### src/rtl/rgbhsv_pkg.sv
// Shared constants and types for the RGB to HSV converter.
`default_nettype none

package rgbhsv_pkg;

	localparam int unsigned CHANNEL_BITS_DEF = 8;
	localparam int unsigned QUO_BITS         = 16;
	localparam int unsigned STEPS_PER_STAGE  = 2;
	localparam int unsigned DIV_STAGES       = QUO_BITS / STEPS_PER_STAGE;

	localparam int unsigned GREEN_OFFSET = 2;
	localparam int unsigned BLUE_OFFSET  = 4;
	localparam int unsigned HUE_SECTORS  = 6;

	typedef enum logic [1:0] {
		SEL_RED,
		SEL_GREEN,
		SEL_BLUE
	} max_sel_t;

endpackage

`default_nettype wire

### src/rtl/rgbhsv_front.sv
// First pipeline stage: max, min, hue numerator and divider operands.
`default_nettype none

module rgbhsv_front #(
	parameter int unsigned CHANNEL_BITS = rgbhsv_pkg::CHANNEL_BITS_DEF
) (
	input  wire logic                      clk,
	input  wire logic                      arst_n,
	input  wire logic                      valid_in,
	output logic                           ready_up,
	input  wire logic [CHANNEL_BITS-1:0]   red,
	input  wire logic [CHANNEL_BITS-1:0]   green,
	input  wire logic [CHANNEL_BITS-1:0]   blue,
	output logic                           valid_s1,
	input  wire logic                      ready_dn,
	output logic                           flat_s1,
	output logic [CHANNEL_BITS-1:0]        value_s1,
	output logic [CHANNEL_BITS-1:0]        sat_rem_s1,
	output logic [rgbhsv_pkg::QUO_BITS-1:0] sat_low_s1,
	output logic [CHANNEL_BITS-1:0]        sat_div_s1,
	output logic [CHANNEL_BITS+2:0]        hue_rem_s1,
	output logic [CHANNEL_BITS+2:0]        hue_div_s1
);
	import rgbhsv_pkg::*;

	localparam int unsigned CB = CHANNEL_BITS;
	localparam int unsigned NW = CB + 3;

	logic [CB-1:0]          hi;
	logic [CB-1:0]          lo;
	logic [CB-1:0]          d;
	logic [NW-1:0]          r3;
	logic [NW-1:0]          g3;
	logic [NW-1:0]          b3;
	logic [NW-1:0]          d3;
	logic [NW-1:0]          num;
	logic [NW-1:0]          hdiv;
	logic [CB+QUO_BITS-1:0] sat_num;
	max_sel_t               sel;

	always_comb begin
		hi = (red > green) ? red : green;
		hi = (hi > blue) ? hi : blue;
		lo = (red < green) ? red : green;
		lo = (lo < blue) ? lo : blue;
		d  = hi - lo;
		r3 = NW'(red);
		g3 = NW'(green);
		b3 = NW'(blue);
		d3 = NW'(d);
		if (blue == hi) begin
			sel = SEL_BLUE;
		end else if (green == hi) begin
			sel = SEL_GREEN;
		end else begin
			sel = SEL_RED;
		end
		unique case (sel)
			SEL_BLUE:  num = d3 * NW'(BLUE_OFFSET) + r3 - g3;
			SEL_GREEN: num = d3 * NW'(GREEN_OFFSET) + b3 - r3;
			SEL_RED: begin
				if (green >= blue) begin
					num = g3 - b3;
				end else begin
					num = d3 * NW'(HUE_SECTORS) - (b3 - g3);
				end
			end
			default:   num = '0;
		endcase
		hdiv    = d3 * NW'(HUE_SECTORS);
		sat_num = {d, {QUO_BITS{1'b0}}} - {{QUO_BITS{1'b0}}, d};
	end

	assign ready_up = !valid_s1 || ready_dn;

	always_ff @(posedge clk or negedge arst_n) begin
		if (!arst_n) begin
			valid_s1 <= 1'b0;
		end else if (ready_up) begin
			valid_s1 <= valid_in;
		end
	end

	always_ff @(posedge clk) begin
		if (ready_up && valid_in) begin
			flat_s1    <= (d == '0);
			value_s1   <= hi;
			sat_rem_s1 <= sat_num[CB+QUO_BITS-1:QUO_BITS];
			sat_low_s1 <= sat_num[QUO_BITS-1:0];
			sat_div_s1 <= hi;
			hue_rem_s1 <= num;
			hue_div_s1 <= hdiv;
		end
	end

endmodule

`default_nettype wire

### src/rtl/rgbhsv_div_stage.sv
// One divider stage: STEPS_PER_STAGE restoring steps for saturation and hue, then a register.
`default_nettype none

module rgbhsv_div_stage #(
	parameter int unsigned CHANNEL_BITS = rgbhsv_pkg::CHANNEL_BITS_DEF
) (
	input  wire logic                        clk,
	input  wire logic                        arst_n,
	input  wire logic                        valid_in,
	output logic                             ready_up,
	input  wire logic                        flat_in,
	input  wire logic [CHANNEL_BITS-1:0]     value_in,
	input  wire logic [CHANNEL_BITS-1:0]     sat_rem_in,
	input  wire logic [rgbhsv_pkg::QUO_BITS-1:0] sat_low_in,
	input  wire logic [CHANNEL_BITS-1:0]     sat_div_in,
	input  wire logic [rgbhsv_pkg::QUO_BITS-1:0] sat_quo_in,
	input  wire logic [CHANNEL_BITS+2:0]     hue_rem_in,
	input  wire logic [CHANNEL_BITS+2:0]     hue_div_in,
	input  wire logic [rgbhsv_pkg::QUO_BITS-1:0] hue_quo_in,
	output logic                             valid_q,
	input  wire logic                        ready_dn,
	output logic                             flat_q,
	output logic [CHANNEL_BITS-1:0]          value_q,
	output logic [CHANNEL_BITS-1:0]          sat_rem_q,
	output logic [rgbhsv_pkg::QUO_BITS-1:0]  sat_low_q,
	output logic [CHANNEL_BITS-1:0]          sat_div_q,
	output logic [rgbhsv_pkg::QUO_BITS-1:0]  sat_quo_q,
	output logic [CHANNEL_BITS+2:0]          hue_rem_q,
	output logic [CHANNEL_BITS+2:0]          hue_div_q,
	output logic [rgbhsv_pkg::QUO_BITS-1:0]  hue_quo_q
);
	import rgbhsv_pkg::*;

	localparam int unsigned CB = CHANNEL_BITS;
	localparam int unsigned NW = CB + 3;

	logic [CB-1:0]       s_rem;
	logic [QUO_BITS-1:0] s_low;
	logic [QUO_BITS-1:0] s_quo;
	logic [NW-1:0]       h_rem;
	logic [QUO_BITS-1:0] h_quo;

	always_comb begin
		logic [CB:0] s_t;
		logic [NW:0] h_t;
		s_rem = sat_rem_in;
		s_low = sat_low_in;
		s_quo = sat_quo_in;
		h_rem = hue_rem_in;
		h_quo = hue_quo_in;
		for (int i = 0; i < STEPS_PER_STAGE; i++) begin
			s_t   = {s_rem, s_low[QUO_BITS-1]};
			s_low = {s_low[QUO_BITS-2:0], 1'b0};
			if (s_t >= {1'b0, sat_div_in}) begin
				s_t   = s_t - {1'b0, sat_div_in};
				s_quo = {s_quo[QUO_BITS-2:0], 1'b1};
			end else begin
				s_quo = {s_quo[QUO_BITS-2:0], 1'b0};
			end
			s_rem = s_t[CB-1:0];
			h_t   = {h_rem, 1'b0};
			if (h_t >= {1'b0, hue_div_in}) begin
				h_t   = h_t - {1'b0, hue_div_in};
				h_quo = {h_quo[QUO_BITS-2:0], 1'b1};
			end else begin
				h_quo = {h_quo[QUO_BITS-2:0], 1'b0};
			end
			h_rem = h_t[NW-1:0];
		end
	end

	assign ready_up = !valid_q || ready_dn;

	always_ff @(posedge clk or negedge arst_n) begin
		if (!arst_n) begin
			valid_q <= 1'b0;
		end else if (ready_up) begin
			valid_q <= valid_in;
		end
	end

	always_ff @(posedge clk) begin
		if (ready_up && valid_in) begin
			flat_q    <= flat_in;
			value_q   <= value_in;
			sat_rem_q <= s_rem;
			sat_low_q <= s_low;
			sat_div_q <= sat_div_in;
			sat_quo_q <= s_quo;
			hue_rem_q <= h_rem;
			hue_div_q <= hue_div_in;
			hue_quo_q <= h_quo;
		end
	end

endmodule

`default_nettype wire

### src/rtl/rgb_to_hsv_converter.sv
// Top level of the pipelined RGB to HSV converter.
//
//  channel | valid     | ready     | payload
//  --------+-----------+-----------+------------------------------------
//  pixel   | pix_valid | pix_ready | red, green, blue
//  result  | hsv_valid | hsv_ready | hue, saturation, value, achromatic
//
// One item per cycle sustained while hsv_ready stays high: one stage for max/min
// and operands, then the two restoring dividers, two quotient bits per stage,
// for 16 quotient bits.
// Reset clears only the stage valid bits.
// Each stage holds while its successor is full and stalled; empty stages keep filling.
`default_nettype none

module rgb_to_hsv_converter #(
	parameter int unsigned CHANNEL_BITS = rgbhsv_pkg::CHANNEL_BITS_DEF
) (
	input  wire logic                            clk,
	input  wire logic                            arst_n,
	input  wire logic                            pix_valid,
	output logic                                 pix_ready,
	input  wire logic [CHANNEL_BITS-1:0]         red,
	input  wire logic [CHANNEL_BITS-1:0]         green,
	input  wire logic [CHANNEL_BITS-1:0]         blue,
	output logic                                 hsv_valid,
	input  wire logic                            hsv_ready,
	output logic [rgbhsv_pkg::QUO_BITS-1:0]      hue,
	output logic [rgbhsv_pkg::QUO_BITS-1:0]      saturation,
	output logic [CHANNEL_BITS-1:0]              value,
	output logic                                 achromatic
);
	import rgbhsv_pkg::*;

	localparam int unsigned CB = CHANNEL_BITS;

	logic                valid_c   [0:DIV_STAGES];
	logic                ready_c   [0:DIV_STAGES];
	logic                flat_c    [0:DIV_STAGES];
	logic [CB-1:0]       value_c   [0:DIV_STAGES];
	logic [CB-1:0]       sat_rem_c [0:DIV_STAGES];
	logic [QUO_BITS-1:0] sat_low_c [0:DIV_STAGES];
	logic [CB-1:0]       sat_div_c [0:DIV_STAGES];
	logic [QUO_BITS-1:0] sat_quo_c [0:DIV_STAGES];
	logic [CB+2:0]       hue_rem_c [0:DIV_STAGES];
	logic [CB+2:0]       hue_div_c [0:DIV_STAGES];
	logic [QUO_BITS-1:0] hue_quo_c [0:DIV_STAGES];

	rgbhsv_front #(
		.CHANNEL_BITS(CHANNEL_BITS)
	) u_front (
		.clk        (clk),
		.arst_n     (arst_n),
		.valid_in   (pix_valid),
		.ready_up   (pix_ready),
		.red        (red),
		.green      (green),
		.blue       (blue),
		.valid_s1   (valid_c[0]),
		.ready_dn   (ready_c[0]),
		.flat_s1    (flat_c[0]),
		.value_s1   (value_c[0]),
		.sat_rem_s1 (sat_rem_c[0]),
		.sat_low_s1 (sat_low_c[0]),
		.sat_div_s1 (sat_div_c[0]),
		.hue_rem_s1 (hue_rem_c[0]),
		.hue_div_s1 (hue_div_c[0])
	);

	assign sat_quo_c[0] = '0;
	assign hue_quo_c[0] = '0;

	for (genvar k = 0; k < DIV_STAGES; k++) begin : g_div
		rgbhsv_div_stage #(
			.CHANNEL_BITS(CHANNEL_BITS)
		) u_stage (
			.clk        (clk),
			.arst_n     (arst_n),
			.valid_in   (valid_c[k]),
			.ready_up   (ready_c[k]),
			.flat_in    (flat_c[k]),
			.value_in   (value_c[k]),
			.sat_rem_in (sat_rem_c[k]),
			.sat_low_in (sat_low_c[k]),
			.sat_div_in (sat_div_c[k]),
			.sat_quo_in (sat_quo_c[k]),
			.hue_rem_in (hue_rem_c[k]),
			.hue_div_in (hue_div_c[k]),
			.hue_quo_in (hue_quo_c[k]),
			.valid_q    (valid_c[k+1]),
			.ready_dn   (ready_c[k+1]),
			.flat_q     (flat_c[k+1]),
			.value_q    (value_c[k+1]),
			.sat_rem_q  (sat_rem_c[k+1]),
			.sat_low_q  (sat_low_c[k+1]),
			.sat_div_q  (sat_div_c[k+1]),
			.sat_quo_q  (sat_quo_c[k+1]),
			.hue_rem_q  (hue_rem_c[k+1]),
			.hue_div_q  (hue_div_c[k+1]),
			.hue_quo_q  (hue_quo_c[k+1])
		);
	end

	assign ready_c[DIV_STAGES] = hsv_ready;
	assign hsv_valid           = valid_c[DIV_STAGES];
	assign achromatic          = flat_c[DIV_STAGES];
	assign value               = value_c[DIV_STAGES];
	assign hue                 = flat_c[DIV_STAGES] ? '0 : hue_quo_c[DIV_STAGES];
	assign saturation          = flat_c[DIV_STAGES] ? '0 : sat_quo_c[DIV_STAGES];

endmodule

`default_nettype wire
### config.mk
export PLATFORM = sky130hd
export DESIGN_NAME = rgb_to_hsv_converter
export DESIGN_NICKNAME = d
export VERILOG_FILES = /design/src/rtl/rgbhsv_pkg.sv /design/src/rtl/rgbhsv_front.sv /design/src/rtl/rgbhsv_div_stage.sv /design/src/rtl/rgb_to_hsv_converter.sv
export SDC_FILE = /design/constraint.sdc
export NUM_CORES = 1
export LEC_CHECK = 0
export ABC_AREA = 1
export BUFFER_PORTS_ARGS = -buffer_cell sky130_fd_sc_hd__buf_4
export CAP_MARGIN = 10
export CORE_MARGIN = 3
export CORE_UTILIZATION = 30
export CTS_CLUSTER_DIAMETER = 100
export DETAILED_ROUTE_END_ITERATION = 8
export MAX_ROUTING_LAYER = met4
export SETUP_SLACK_MARGIN = 0.5
export SYNTH_ARGS = -nofsm -noshare
export SYNTH_HDL_FRONTEND = slang
export SYNTH_SLANG_ARGS = --single-unit
### constraint.sdc
create_clock -name clk -period 12.53 [get_ports clk]
set_input_delay 3.1325 -clock clk [delete_from_list [all_inputs] [get_ports clk]]
set_output_delay 3.1325 -clock clk [all_outputs]
set_load 0.01 [all_outputs]
==> metrics.txt <==
status complete, no violations; Mapped Area 34000 um2; nets 4117; CP top delay family compound AO/OA/AOI/OAI gates; via density per instance 4.57; top cells by count, synth 556 x inv_1, 525 x nand2_1, 504 x edfxtp_1, 376 x ha_1, 292 x a21oi_1; dpl hpwl 57400 um; GRT Util Overall 12.6%; DR vias 23800; sequential cell area fraction in the yosys report 45.1%; Final period util 80.2%; Synth top area share 44.5%; drt first pass iters 5; final-report max-slew violation count 0; clock sink total 513; Slew Limit Headroom 37.8%; cts repair resizes 0; global-route wire length before repair 119000 um; # setup viols final 0; Die Span X 343 um; initial core utilization 30.5%; initial DRC count 965; RSZ-0062 raised after global routing false; Max Fanout on Critical Path 16; Worst Skew 0.0262 ns; worst skew pair latency 0.62 ns; largest area contributor in the netlist edfxtp_1; Highest Clock Rate 99.5 MHz; layout cells sized above 1 7.66%; Setup TNS 0 ns; CP max stage delay 0.52 ns; die height 343 um; number of synthesized flops with an enable pin 504; Rows 122; post-synth net total 4007; Startpoint Class input pin; Critical Path RT 12.89 ns; CP Class input pin to flip-flop; # port buffers 70; Least-Margin Pin Slew 0.934 ns; gp weighted congestion 0.910; total CTS buffers 56; Residual DRC 0; Mapped Cells 3564; H-tree depth 2; gr ovfl total 0; top post-synthesis cells by area edfxtp_1 44%, ha_1 14%, inv_1 6.1%, nand2_1 5.8%, xor2_1 4.6%; FFs w/ async S/R, synth 1.75%; Clk pin slew, worst setup/hold paths 0.06 ns; Routed WL 72300 um; Final Hold Violating Endpoints 0; Synth Register Bits 513; number of routed nets with antenna violations 0; Hold Path Class flip-flop to flip-flop; post-synth cell types 64; Root Driver clkbuf_16; fill cell count 11200; Mean Syn Cell Area 9.55 um2; Crit. End Element flip-flop; Setup Buffers After CTS 0; Area Overhead vs Synth 12.4%; I/O pin count 71; Critical-path top delay cell xor2_1; Core ar. 112000 um2; DIE AREA 118000 um2; minimum clock period 10.05 ns; most common cell in the netlist inv_1; initial antenna violation count 0; yosys warns 0; # diodes 0; CP arrival 10.41 ns; dominant synthesized flop cell edfxtp_1; largest net degree at the start of global routing 66; Longest Clk Path Bufs 3; CP bufs+invs 7; # hold bufs at CTS 0; TritonCTS clock tree done; max-cap violation count 0; WL/cell 13.9 um; vias in the first global route 24000
logic make-up (layout without fill, tap and decap cells):
logic type | after synthesis | count (layout) | share of synthesized area [%]
XOR/XNOR | 243 | 243 | 6.28
buffers and inverters | 619 | 776 | 6.92
adder cells (fa/ha/maj) | 415 | 415 | 16.1
flip-flops | 513 | 513 | 45.1
multiplexers | 5 | 5 | 0.165
AO/OA/AOI/OAI | 752 | 752 | 12.4
AND/OR/NAND/NOR | 1017 | 1017 | 13.0
layout by cell type, fill, tap and decap left out, types with 9 or more instances in the layout:
cell type	Yosys	layout
xor2_1	180	180
o21ai_1	31	31
fa_1	39	39
o211ai_1	9	9
buf_4	2	88
a21oi_1	292	292
xnor2_1	62	62
nand4_1	35	35
clkinv_2	0	10
clkinv_1	4	11
clkinvlp_4	0	9
clkbuf_16	0	56
ha_1	376	376
nand2_1	525	525
inv_1	556	552
o31ai_1	13	13
nand3_1	93	93
and2_1	14	14
a31oi_1	14	14
o21bai_1	52	52
inv_2	21	25
edfxtp_1	504	504
nand2_2	19	19
dfrtp_1	9	9
o21ai_0	274	274
o311ai_0	11	11
nor2_4	5	10
nor3_1	33	33
nor2_1	242	237
a211oi_1	13	13
nand3b_1	12	12
state kept, by name, indices dropped and copies added (netlist names), 9 cells and up:
name	flops
g_div.u_stage.hue_div_q	57
u_front.sat_low_s1	14
u_front.hue_rem_s1	11
g_div.u_stage.sat_quo_q	72
g_div.u_stage.sat_rem_q	56
g_div.u_stage.hue_rem_q	70
g_div.u_stage.hue_quo_q	72
u_front.hue_div_s1	9
g_div.u_stage.value_q	56
g_div.u_stage.sat_low_q	54
per-stage QoR:
step	hold WS, ns	util, %	area [um2]	setup slack, ns	instances
6_report	0.408	34.3	38300	2.48	5209
5_1_grt	0.414	34.3	38300	1.73	5209
4_1_cts	0.414	34.3	38300	2.50	5209
3_5_place_dp	0.405	32.7	36400	1.86	5104
3_3_place_gp	0.401	32.7	36400	2.06	5104
2_1_floorplan	0.400	-	34000	3.08	3564
worst paths after layout:
check / start / end / slack, ns / cells after the start
worst max-delay path: green[6] / u_front.hue_rem_s1[10] / 2.48 / 37
worst min-delay path: g_div[6].u_stage.sat_quo_q[5] / g_div[7].u_stage.sat_quo_q[7] / 0.41 / 0
worst max register to register: g_div[1].u_stage.value_q[2] / g_div[2].u_stage.sat_rem_q[7] / 6.85 / 29
worst min register to register: g_div[6].u_stage.sat_quo_q[5] / g_div[7].u_stage.sat_quo_q[7] / 0.41 / 0
max in group asynchronous: arst_n / g_div[0].u_stage.valid_q / 10.03 / 1
min in group asynchronous: arst_n / g_div[3].u_stage.valid_q / 2.35 / 1
area by class of cell:
| class | instances | area, um2 | share of cell area (%) |
|---|---|---|---|
| sequential | 513 | 15400 | 40.1 |
| timing repair buffer | 88 | 661 | 1.73 |
| inverter | 583 | 2190 | 5.73 |
| tap | 1488 | 1860 | 4.87 |
| multi-input combinational | 2432 | 16400 | 42.8 |
| clock buffer | 62 | 1420 | 3.72 |
| clock inverter | 43 | 397 | 1.04 |
routing by layer:
layer  share of wire, %  wire (um)  up-vias  GRT usage (%)
met1                 44      31500    10900           14.6
met2                 49      35500      369           22.3
met5                  0          0        -              -
li1                   -          -    12400              -
met3                3.4       2450      144           1.46
met4                3.9       2830        0           4.74
Power is not shown: default switching activity piles up to over one toggle a cycle in this logic, so the estimate is an artifact.
